## config.mk

```make
export PLATFORM = sky130hd
export DESIGN_NAME = box_overlap_ratio
export DESIGN_NICKNAME = d
export VERILOG_FILES = /design/src/rtl/bor_pkg.sv /design/src/rtl/bor_geom.sv /design/src/rtl/bor_div.sv /design/src/rtl/box_overlap_ratio.sv
export VERILOG_INCLUDE_DIRS = /design/src /design/src/rtl
export SDC_FILE = /design/constraint.sdc
export NUM_CORES = 2
export LEC_CHECK = 0
export ABC_AREA = 1
export BUFFER_PORTS_ARGS = -buffer_cell sky130_fd_sc_hd__buf_2
export CAP_MARGIN = 15
export CORE_MARGIN = 4
export CORE_UTILIZATION = 25
export CTS_CLUSTER_DIAMETER = 40
export DETAILED_ROUTE_END_ITERATION = 8
export HOLD_SLACK_MARGIN = 0.06
export PLACE_DENSITY = 0.47
export SETUP_SLACK_MARGIN = 0.15
export SLEW_MARGIN = 15
export SYNTH_ARGS = -nofsm -noshare
export SYNTH_HDL_FRONTEND = slang
export SYNTH_HIERARCHICAL = 1
export SYNTH_SLANG_ARGS = --single-unit
```

## constraint.sdc

```tcl
create_clock -name clk_i -period 41.2 [get_ports clk_i]
set_clock_uncertainty 0.2 [all_clocks]
set_input_delay 2.06 -clock clk_i [delete_from_list [all_inputs] [get_ports clk_i]]
set_output_delay 2.06 -clock clk_i [all_outputs]
set_load 0.01 [all_outputs]
```

## src/rtl/box_overlap_ratio_assert.svh

```systemverilog
// ---------------------------------------------------------------------------
// box_overlap_ratio assertion macros
// Concurrent checks on clk_i / rst_ni; they compile away when SYNTHESIS is set.
// ---------------------------------------------------------------------------
`ifndef BOX_OVERLAP_RATIO_ASSERT_SVH
`define BOX_OVERLAP_RATIO_ASSERT_SVH

`ifndef SYNTHESIS

// Checked only while out of reset
`define BOR_ASSERT(lbl, prop, msg) \
  lbl: assert property (@(posedge clk_i) disable iff (!rst_ni) prop) else $error(msg);

// Checked on every edge, reset included
`define BOR_ASSERT_ALWAYS(lbl, prop, msg) \
  lbl: assert property (@(posedge clk_i) prop) else $error(msg);

`else

`define BOR_ASSERT(lbl, prop, msg)
`define BOR_ASSERT_ALWAYS(lbl, prop, msg)

`endif

`endif

```

## src/rtl/bor_pkg.sv

```systemverilog
// ---------------------------------------------------------------------------
// bor_pkg
// Shared payload types and constants of the box overlap ratio block.
// ---------------------------------------------------------------------------
`default_nettype none

package bor_pkg;

  // Port field widths
  localparam int unsigned FieldW   = 16;
  localparam int unsigned FracBits = 16;
  localparam int unsigned RatioW   = FracBits + 1;

  // 1.0 in Q1.16
  localparam logic [RatioW-1:0] RatioOne = RatioW'(1) << FracBits;

  typedef struct packed {
    logic [FieldW-1:0] a_x;
    logic [FieldW-1:0] a_y;
    logic [FieldW-1:0] a_w;
    logic [FieldW-1:0] a_h;
    logic [FieldW-1:0] b_x;
    logic [FieldW-1:0] b_y;
    logic [FieldW-1:0] b_w;
    logic [FieldW-1:0] b_h;
  } box_pair_t;

  typedef struct packed {
    logic [RatioW-1:0] ratio;
    logic              degenerate;
  } ratio_t;

  // Special-case flags carried alongside the divider
  typedef struct packed {
    logic full;        // intersection equals union
    logic degenerate;  // union is zero
  } ratio_flags_t;

endpackage

`default_nettype wire

```

## src/rtl/bor_geom.sv

```systemverilog
// ---------------------------------------------------------------------------
// bor_geom
// Three-stage front end: overlap spans, areas, union and special-case flags.
// ---------------------------------------------------------------------------
`default_nettype none

module bor_geom #(
  parameter int unsigned CoordBits = 16
) (
  input  wire logic                      clk_i,
  input  wire logic                      rst_ni,
  input  wire logic                      valid_i,
  output logic                           ready_o,
  input  wire bor_pkg::box_pair_t        data_i,
  output logic                           valid_o,
  input  wire logic                      ready_i,
  output logic [2*CoordBits-1:0]         inter_o,
  output logic [2*CoordBits:0]           union_o,
  output bor_pkg::ratio_flags_t          flags_o
);

  localparam int unsigned AreaW  = 2 * CoordBits;
  localparam int unsigned UnionW = AreaW + 1;

  logic [2:0] v_q;
  logic [2:0] en;

  // stage load enables, back to front
  assign en[2]   = !v_q[2] || ready_i;
  assign en[1]   = !v_q[1] || en[2];
  assign en[0]   = !v_q[0] || en[1];
  assign ready_o = en[0];
  assign valid_o = v_q[2];

  // ---- stage 1: spans ----
  logic [CoordBits-1:0] p   [2];
  logic [CoordBits-1:0] pl  [2];
  logic [CoordBits-1:0] q   [2];
  logic [CoordBits-1:0] ql  [2];
  logic [CoordBits-1:0] ovl [2];

  assign p[0]  = CoordBits'(data_i.a_x);
  assign pl[0] = CoordBits'(data_i.a_w);
  assign q[0]  = CoordBits'(data_i.b_x);
  assign ql[0] = CoordBits'(data_i.b_w);
  assign p[1]  = CoordBits'(data_i.a_y);
  assign pl[1] = CoordBits'(data_i.a_h);
  assign q[1]  = CoordBits'(data_i.b_y);
  assign ql[1] = CoordBits'(data_i.b_h);

  always_comb begin
    logic [CoordBits:0] pe, qe, pz, qz, lo, hi, diff;
    logic               sep;
    for (int i = 0; i < 2; i++) begin
      pz   = {1'b0, p[i]};
      qz   = {1'b0, q[i]};
      pe   = pz + {1'b0, pl[i]};
      qe   = qz + {1'b0, ql[i]};
      sep  = (pz > qe) || (qz > pe);
      lo   = (pz > qz) ? pz : qz;
      hi   = (pe < qe) ? pe : qe;
      diff = hi - lo;
      // overlap never exceeds the shorter length, so it fits CoordBits
      ovl[i] = sep ? '0 : diff[CoordBits-1:0];
    end
  end

  logic [CoordBits-1:0] s1_ix_q, s1_iy_q, s1_aw_q, s1_ah_q, s1_bw_q, s1_bh_q;

  always_ff @(posedge clk_i) begin
    if (en[0]) begin
      s1_ix_q <= ovl[0];
      s1_iy_q <= ovl[1];
      s1_aw_q <= pl[0];
      s1_ah_q <= pl[1];
      s1_bw_q <= ql[0];
      s1_bh_q <= ql[1];
    end
  end

  // ---- stage 2: products ----
  logic [AreaW-1:0] s2_inter_q, s2_area_a_q, s2_area_b_q;

  always_ff @(posedge clk_i) begin
    if (en[1]) begin
      s2_inter_q  <= AreaW'(s1_ix_q) * AreaW'(s1_iy_q);
      s2_area_a_q <= AreaW'(s1_aw_q) * AreaW'(s1_ah_q);
      s2_area_b_q <= AreaW'(s1_bw_q) * AreaW'(s1_bh_q);
    end
  end

  // ---- stage 3: union and flags ----
  // inter <= min(area_a, area_b), so both comparisons are exact tests
  logic [AreaW-1:0]      s3_inter_q;
  logic [UnionW-1:0]     s3_union_q;
  bor_pkg::ratio_flags_t s3_flags_q;

  always_ff @(posedge clk_i) begin
    if (en[2]) begin
      s3_inter_q            <= s2_inter_q;
      s3_union_q            <= UnionW'(s2_area_a_q) + UnionW'(s2_area_b_q)
                               - UnionW'(s2_inter_q);
      s3_flags_q.full       <= (s2_area_a_q == s2_inter_q) && (s2_area_b_q == s2_inter_q);
      s3_flags_q.degenerate <= (s2_area_a_q == '0) && (s2_area_b_q == '0);
    end
  end

  assign inter_o = s3_inter_q;
  assign union_o = s3_union_q;
  assign flags_o = s3_flags_q;

  always_ff @(posedge clk_i or negedge rst_ni) begin
    if (!rst_ni) begin
      v_q <= '0;
    end else begin
      if (en[0]) v_q[0] <= valid_i;
      if (en[1]) v_q[1] <= v_q[0];
      if (en[2]) v_q[2] <= v_q[1];
    end
  end

endmodule

`default_nettype wire

```

## src/rtl/bor_div.sv

```systemverilog
// ---------------------------------------------------------------------------
// bor_div
// Pipelined restoring divider, one quotient bit per stage, plus result select.
// ---------------------------------------------------------------------------
`default_nettype none

module bor_div #(
  parameter int unsigned CoordBits = 16
) (
  input  wire logic                      clk_i,
  input  wire logic                      rst_ni,
  input  wire logic                      valid_i,
  output logic                           ready_o,
  input  wire logic [2*CoordBits-1:0]    inter_i,
  input  wire logic [2*CoordBits:0]      union_i,
  input  wire bor_pkg::ratio_flags_t     flags_i,
  output logic                           valid_o,
  input  wire logic                      ready_i,
  output bor_pkg::ratio_t                data_o
);

  localparam int unsigned UnionW = 2 * CoordBits + 1;
  localparam int unsigned Steps  = bor_pkg::FracBits;

  logic [Steps-1:0] v_q;
  logic [Steps-1:0] en;

  // per-stage inputs
  logic [UnionW-1:0]            rem_in   [Steps];
  logic [UnionW-1:0]            uni_in   [Steps];
  logic [Steps-1:0]             quo_in   [Steps];
  bor_pkg::ratio_flags_t        flags_in [Steps];
  logic                         v_in     [Steps];

  // stage registers; remainder and divisor are dropped after the last step
  logic [UnionW-1:0]            rem_q    [Steps-1];
  logic [UnionW-1:0]            uni_q    [Steps-1];
  logic [Steps-1:0]             quo_q    [Steps];
  bor_pkg::ratio_flags_t        flags_q  [Steps];

  assign rem_in[0]   = UnionW'(inter_i);
  assign uni_in[0]   = union_i;
  assign quo_in[0]   = '0;
  assign flags_in[0] = flags_i;
  assign v_in[0]     = valid_i;

  for (genvar k = 0; k < Steps; k++) begin : g_step
    logic [UnionW:0]   rem2;
    logic              ge;

    assign rem2   = {rem_in[k], 1'b0};
    assign ge     = rem2 >= {1'b0, uni_in[k]};

    if (k == Steps - 1) begin : g_last
      assign en[k] = !v_q[k] || ready_i;
    end else begin : g_mid
      logic [UnionW-1:0] rem_nx;

      assign rem_nx = ge ? UnionW'(rem2 - {1'b0, uni_in[k]}) : rem2[UnionW-1:0];
      assign en[k]  = !v_q[k] || en[k+1];

      always_ff @(posedge clk_i) begin
        if (en[k]) begin
          rem_q[k] <= rem_nx;
          uni_q[k] <= uni_in[k];
        end
      end

      assign rem_in[k+1]   = rem_q[k];
      assign uni_in[k+1]   = uni_q[k];
      assign quo_in[k+1]   = quo_q[k];
      assign flags_in[k+1] = flags_q[k];
      assign v_in[k+1]     = v_q[k];
    end

    always_ff @(posedge clk_i) begin
      if (en[k]) begin
        quo_q[k]   <= {quo_in[k][Steps-2:0], ge};
        flags_q[k] <= flags_in[k];
      end
    end

    always_ff @(posedge clk_i or negedge rst_ni) begin
      if (!rst_ni) begin
        v_q[k] <= 1'b0;
      end else if (en[k]) begin
        v_q[k] <= v_in[k];
      end
    end
  end

  assign ready_o = en[0];
  assign valid_o = v_q[Steps-1];

  always_comb begin
    data_o.degenerate = flags_q[Steps-1].degenerate;
    if (flags_q[Steps-1].degenerate) begin
      data_o.ratio = '0;
    end else if (flags_q[Steps-1].full) begin
      data_o.ratio = bor_pkg::RatioOne;
    end else begin
      data_o.ratio = {1'b0, quo_q[Steps-1]};
    end
  end

endmodule

`default_nettype wire

```

## src/rtl/box_overlap_ratio.sv

```systemverilog
// ---------------------------------------------------------------------------
// box_overlap_ratio: IoU of two axis-aligned boxes, Q1.16. 3 geometry stages
// + 16 divider stages, one quotient bit each; throughput one transaction per
// cycle while out_ready_i is not held low. Reset clears only the pipeline valid bits.
// ---------------------------------------------------------------------------
`default_nettype none

`include "box_overlap_ratio_assert.svh"

module box_overlap_ratio #(
  // Working width of coordinates and sizes; field bits above it are ignored
  parameter int unsigned COORD_BITS = 16
) (
  input  wire logic                 clk_i,
  input  wire logic                 rst_ni,
  input  wire logic                 in_valid_i,
  output logic                      in_ready_o,
  input  wire bor_pkg::box_pair_t   in_data_i,
  output logic                      out_valid_o,
  input  wire logic                 out_ready_i,
  output bor_pkg::ratio_t           out_data_o
);

  // Datapath overview
  //   geom stage 1 : box edges (x + w), strict separation test, overlap span
  //   geom stage 2 : three multipliers -> intersection, area A, area B
  //   geom stage 3 : union = A + B - I, flags for I == U and U == 0
  //   div stages   : restoring division I / U, one fraction bit per stage
  // Every stage has its own valid bit and loads when it is empty or when the
  // stage after it loads, so bubbles collapse and a stall at the output only
  // backs up as far as the pipeline is full. The last divider stage doubles
  // as the output register.

  localparam int unsigned AreaW  = 2 * COORD_BITS;
  localparam int unsigned UnionW = AreaW + 1;

  logic                  geom_valid;
  logic                  div_ready;
  logic [AreaW-1:0]      geom_inter;
  logic [UnionW-1:0]     geom_union;
  bor_pkg::ratio_flags_t geom_flags;

  bor_geom #(
    .CoordBits (COORD_BITS)
  ) u_geom (
    .clk_i   (clk_i),
    .rst_ni  (rst_ni),
    .valid_i (in_valid_i),
    .ready_o (in_ready_o),
    .data_i  (in_data_i),
    .valid_o (geom_valid),
    .ready_i (div_ready),
    .inter_o (geom_inter),
    .union_o (geom_union),
    .flags_o (geom_flags)
  );

  // Intersection never exceeds the union, so the quotient stays below 1.0
  // except when they are equal; that case is flagged and forced to 1.0.
  bor_div #(
    .CoordBits (COORD_BITS)
  ) u_div (
    .clk_i   (clk_i),
    .rst_ni  (rst_ni),
    .valid_i (geom_valid),
    .ready_o (div_ready),
    .inter_i (geom_inter),
    .union_i (geom_union),
    .flags_i (geom_flags),
    .valid_o (out_valid_o),
    .ready_i (out_ready_i),
    .data_o  (out_data_o)
  );

  // A zero union always yields a zero ratio
  `BOR_ASSERT(a_degenerate_zero, out_valid_o && out_data_o.degenerate |-> out_data_o.ratio == '0, "degenerate result with nonzero ratio")

  // Output taking a transaction must open the whole load-enable chain
  `BOR_ASSERT(a_ready_chain, out_ready_i |-> in_ready_o, "input stalled while output drains")

  // Reset empties the pipeline
  `BOR_ASSERT_ALWAYS(a_reset_empty, !rst_ni |=> !out_valid_o, "output valid right after reset")

endmodule

`default_nettype wire

```

==> report_table.html <==
<table>
<tr><th>Metric</th><th>Value</th></tr>
<tr><th colspan="2">Run</th></tr>
<tr><td>Max_cap viols</td><td>0</td></tr>
<tr><th colspan="2">Route</th></tr>
<tr><td>Detailed-route vias per instance</td><td>4.516</td></tr>
<tr><td>Total iterations of the first detailed-routing run</td><td>6</td></tr>
<tr><td>Total Wirelength</td><td>395.6 mm</td></tr>
<tr><td>Initial DRC count</td><td>7168</td></tr>
<tr><td>Post-DRT Antenna Nets</td><td>0</td></tr>
<tr><td>Residual DRC count</td><td>0</td></tr>
<tr><td>Via count of the routed design</td><td>96950</td></tr>
<tr><td>Post-detailed-route wirelength per cell</td><td>roughly 18 um</td></tr>
<tr><th colspan="2">Logic synthesis</th></tr>
<tr><td>Post-synthesis instance area</td><td>121600 sq um</td></tr>
<tr><td>Number of enable flip-flop cells after synthesis</td><td>1417</td></tr>
<tr><td>Sequential share of the synthesized area</td><td>between 30% and 40%</td></tr>
<tr><td>Leading cell type by number of instances after synthesis</td><td>sky130_fd_sc_hd__nand2_1</td></tr>
<tr><td>Number of warnings reported in the yosys synthesis log</td><td>6</td></tr>
<tr><td>Most frequently used flop master after synthesis</td><td>sky130_fd_sc_hd__edfxtp_1</td></tr>
<tr><td>Yosys top cell area share</td><td>35.00%</td></tr>
<tr><td>Number of synthesized register bits</td><td>1436</td></tr>
<tr><td>Area contributors post-synth</td><td>sky130_fd_sc_hd__edfxtp_1 (35%), sky130_fd_sc_hd__nand2_1 (12%), sky130_fd_sc_hd__ha_1 (11%), sky130_fd_sc_hd__fa_1 (10%), sky130_fd_sc_hd__inv_1 (8.5%)</td></tr>
<tr><td>Synthesized area per cell</td><td>8.282 sq um</td></tr>
<tr><td>Total nets after synthesis</td><td>16560</td></tr>
<tr><td>Netlist cell types</td><td>62</td></tr>
<tr><td>Post-Synthesis Cells</td><td>14680</td></tr>
<tr><td>FFs w/ async S/R, synth</td><td>about 1.3%</td></tr>
<tr><td>Largest area contributor in the netlist</td><td>sky130_fd_sc_hd__edfxtp_1</td></tr>
<tr><td>Post-synth top cells</td><td>sky130_fd_sc_hd__nand2_1 (3954), sky130_fd_sc_hd__inv_1 (2741), sky130_fd_sc_hd__edfxtp_1 (1417)</td></tr>
<tr><th colspan="2">CTS</th></tr>
<tr><td>TritonCTS Sinks</td><td>1436</td></tr>
<tr><td>TritonCTS clock tree</td><td>done</td></tr>
<tr><td>Cell at the root of the clock tree</td><td>sky130_fd_sc_hd__clkbuf_16</td></tr>
<tr><td>Total of hold buffers inserted after clock tree synthesis</td><td>0</td></tr>
<tr><td>Gates resized, CTS repair</td><td>0</td></tr>
<tr><td>TritonCTS Buffers</td><td>265</td></tr>
<tr><td># H-tree levels</td><td>5</td></tr>
<tr><td>Worst-case clock buffer depth</td><td>4</td></tr>
<tr><td>Worst-Skew Late Latency</td><td>slightly below 0.9 ns</td></tr>
<tr><td>Postcts setup bufs</td><td>0</td></tr>
<tr><td>Clock slew at the register clock pins of the worst setup and hold paths</td><td>0.05 ns</td></tr>
<tr><th colspan="2">Place</th></tr>
<tr><td>Number of port buffers</td><td>approximately 150</td></tr>
<tr><td>Final HPWL from detailed placement</td><td>322.6 mm</td></tr>
<tr><td>Final Wtd Congestion</td><td>about 0.91</td></tr>
<tr><th colspan="2">Floorplan</th></tr>
<tr><td>Number of top-level pins</td><td>152</td></tr>
<tr><td>Die Y</td><td>705.3 um</td></tr>
<tr><td>Cell Rows</td><td>255</td></tr>
<tr><td>Area of the die</td><td>497500 sq um</td></tr>
<tr><td>Area of the core</td><td>483400 sq um</td></tr>
<tr><td>Horizontal extent of the die</td><td>705.3 um</td></tr>
<tr><td>Starting Density</td><td>25.15%</td></tr>
<tr><th colspan="2">Final layout</th></tr>
<tr><td>Fraction of final layout cells sized beyond drive strength 1</td><td>5.652%</td></tr>
<tr><td>Synthesis-to-layout area growth</td><td>13.77%</td></tr>
<tr><td>Fillers</td><td>roughly 52000</td></tr>
<tr><td>Final #Nets</td><td>roughly 17000</td></tr>
<tr><th colspan="2">Worst setup path</th></tr>
<tr><td>Critical path cell sequence</td><td>buf_2 &gt; inv_1 &gt; nand4_4 &gt; nor3_2 &gt; nand4_1 &gt; buf_4 &gt; nor2_2 &gt; nand4_4 &gt; nor2_2 &gt; nand4_1 &gt; inv_1 &gt; nand2_2 &gt; buf_4 &gt; nor2_1 &gt; nand2_4 &gt; buf_2</td></tr>
<tr><td>Cell depth of the worst flop-to-flop path</td><td>18</td></tr>
<tr><td>Worst-path fanout max</td><td>31</td></tr>
<tr><td>Worst setup path category</td><td>in -&gt; out</td></tr>
<tr><td>Buf/Inv on CP</td><td>6</td></tr>
<tr><td>Logic depth of the worst setup path including buffers</td><td>16</td></tr>
<tr><td>Crit path max-delay cell type</td><td>sky130_fd_sc_hd__nor2_1</td></tr>
<tr><td>Required arrival time at the worst endpoint</td><td>38.94 ns</td></tr>
<tr><td>Flop-to-flop setup slack</td><td>34.44 ns</td></tr>
<tr><td>Cell family with the largest share of critical-path delay</td><td>simple AND/OR/NAND/NOR gates</td></tr>
<tr><td>Peak per-stage delay on the critical path</td><td>0.38 ns</td></tr>
<tr><td>Type of destination of the critical path</td><td>output port</td></tr>
<tr><td>CP Data Arrival Time</td><td>5.62 ns</td></tr>
<tr><td>Worst Setup Start Kind</td><td>input port</td></tr>
<tr><th colspan="2">Timing</th></tr>
<tr><td>Post-Route Hold Slack</td><td>0.2017 ns</td></tr>
<tr><td>Total negative slack for setup checks</td><td>0 ns</td></tr>
<tr><td>RSZ-0062 raised after global routing</td><td>no</td></tr>
<tr><td>Max Clk Rate</td><td>around 130 MHz</td></tr>
<tr><td>Worst slew pin tran</td><td>1.129 ns</td></tr>
<tr><td>Period Utilization, post-route</td><td>19.12%</td></tr>
<tr><td>Count of endpoints failing hold in the final timing report</td><td>0</td></tr>
<tr><td>Slew margin rel.</td><td>23.67%</td></tr>
<tr><td>Setup violation total in the final timing report</td><td>0</td></tr>
<tr><td>Final worst path period need</td><td>7.879 ns</td></tr>
<tr><td>Number of max-slew violations in the final report</td><td>0</td></tr>
<tr><th colspan="2">Global route</th></tr>
<tr><td>Maximum number of pins on one net before global-route repair</td><td>80</td></tr>
<tr><td>Total grt overflow</td><td>0</td></tr>
<tr><td>Number of antenna violations at the first check in global routing</td><td>19</td></tr>
<tr><td>GRT Resource Usage Total</td><td>15.49%</td></tr>
<tr><td>Vias in the first global route</td><td>96240</td></tr>
<tr><td>Wire length of the first global-routing pass</td><td>598.0 mm</td></tr>
<tr><th colspan="2">Hold path</th></tr>
<tr><td>Worst hold path depth</td><td>0</td></tr>
<tr><td>Min-delay worst type</td><td>reg -&gt; reg</td></tr>
<tr><th colspan="2">Run status</th></tr>
<tr><td>Run status</td><td>finished clean</td></tr>
</table>
-- kinds of logic after synthesis --
group	synth area share (%)
AOI/OAI and AO/OA	8.017
xor gates and xnor gates	3.530
and+or+nand+nor	21.19
adders and majority gates	21.95
buffers and inverters	9.915
DFF	35.39
-- layout make-up --
class / count / area (sq um) / share of cell area (%)
Multi-Input combinational cell: 10160 / 66600 / 48.16
Sequential cell: 1436 / 43030 / 31.11
Inverter: 2746 / 10310 / 7.456
Tap cell: 6425 / 8039 / 5.812
Clock buffer: 296 / 6874 / 4.970
Clock inverter: 185 / 2170 / 1.569
Timing Repair Buffer: 220 / 1274 / 0.9209
Antenna cell: 4 / 10.01 / 0.007237
-- registers in the layout, summed over array words and instances (netlist names), 15 cells and up --
register,count
u_div/rem_q,495
u_div/uni_q,495
u_div/quo_q,136
u_geom/union_o,33
u_div/flags_q,32
u_geom/inter_o,32
u_geom/s2_area_a_q,32
u_geom/s2_area_b_q,32
u_geom/s2_inter_q,32
u_geom/s1_ah_q,16
u_geom/s1_aw_q,16
u_geom/s1_bh_q,16
u_geom/s1_bw_q,16
u_geom/s1_ix_q,16
u_geom/s1_iy_q,16
u_div/v_in,15
-- worst paths after layout --
kind | start | endpoint
worst max-delay path | out_ready_i | in_ready_o
worst min-delay path | u_div/flags_q[0][2] | u_div/flags_q[0][4]
worst max register to register | u_geom/s1_aw_q[10] | u_geom/s2_area_a_q[24]
worst min register to register | u_div/flags_q[0][2] | u_div/flags_q[0][4]
max in group asynchronous | rst_ni | u_div/valid_o
min in group asynchronous | rst_ni | u_geom/v_q[0]
-- placed cells by master, fill, tap and decap left out, types with 344 or more instances in the layout --
master                     instances
sky130_fd_sc_hd__a21oi_1         818
sky130_fd_sc_hd__nand3_1         938
sky130_fd_sc_hd__fa_1            635
sky130_fd_sc_hd__xor2_1          344
sky130_fd_sc_hd__o21ai_0         373
sky130_fd_sc_hd__edfxtp_1       1417
sky130_fd_sc_hd__nor2_1          831
sky130_fd_sc_hd__nand2_1        3949
sky130_fd_sc_hd__ha_1           1117
sky130_fd_sc_hd__inv_1          2735
-- metal layers --
| metal | GRT usage [%] | up-vias | wire, um |
|---|---|---|---|
| met5 | 0 | - | 36 |
| met3 | 1.660 | 549 | 18060 |
| met4 | 4.526 | 6 | 12270 |
| met1 | 20.23 | 46140 | 174400 |
| met2 | 26.94 | 2404 | 190800 |
| li1 | - | 47850 | - |
-- metrics by stage --
stage / std cells / instance area, sq um / util (%) / worst slack [ns]
detailed placement: 20980 / 129300 / 26.74 / 32.90
global route: 21470 / 138300 / 28.61 / 33.07
global placement: 20980 / 129300 / 26.74 / 32.76
finish: 21470 / 138300 / 28.61 / 33.32
floorplan: 14680 / 121600 / - / 23.83
CTS: 21470 / 138300 / 28.61 / 33.27
Power is not shown: default switching activity piles up to over one toggle a cycle in this logic, so the estimate is an artifact.
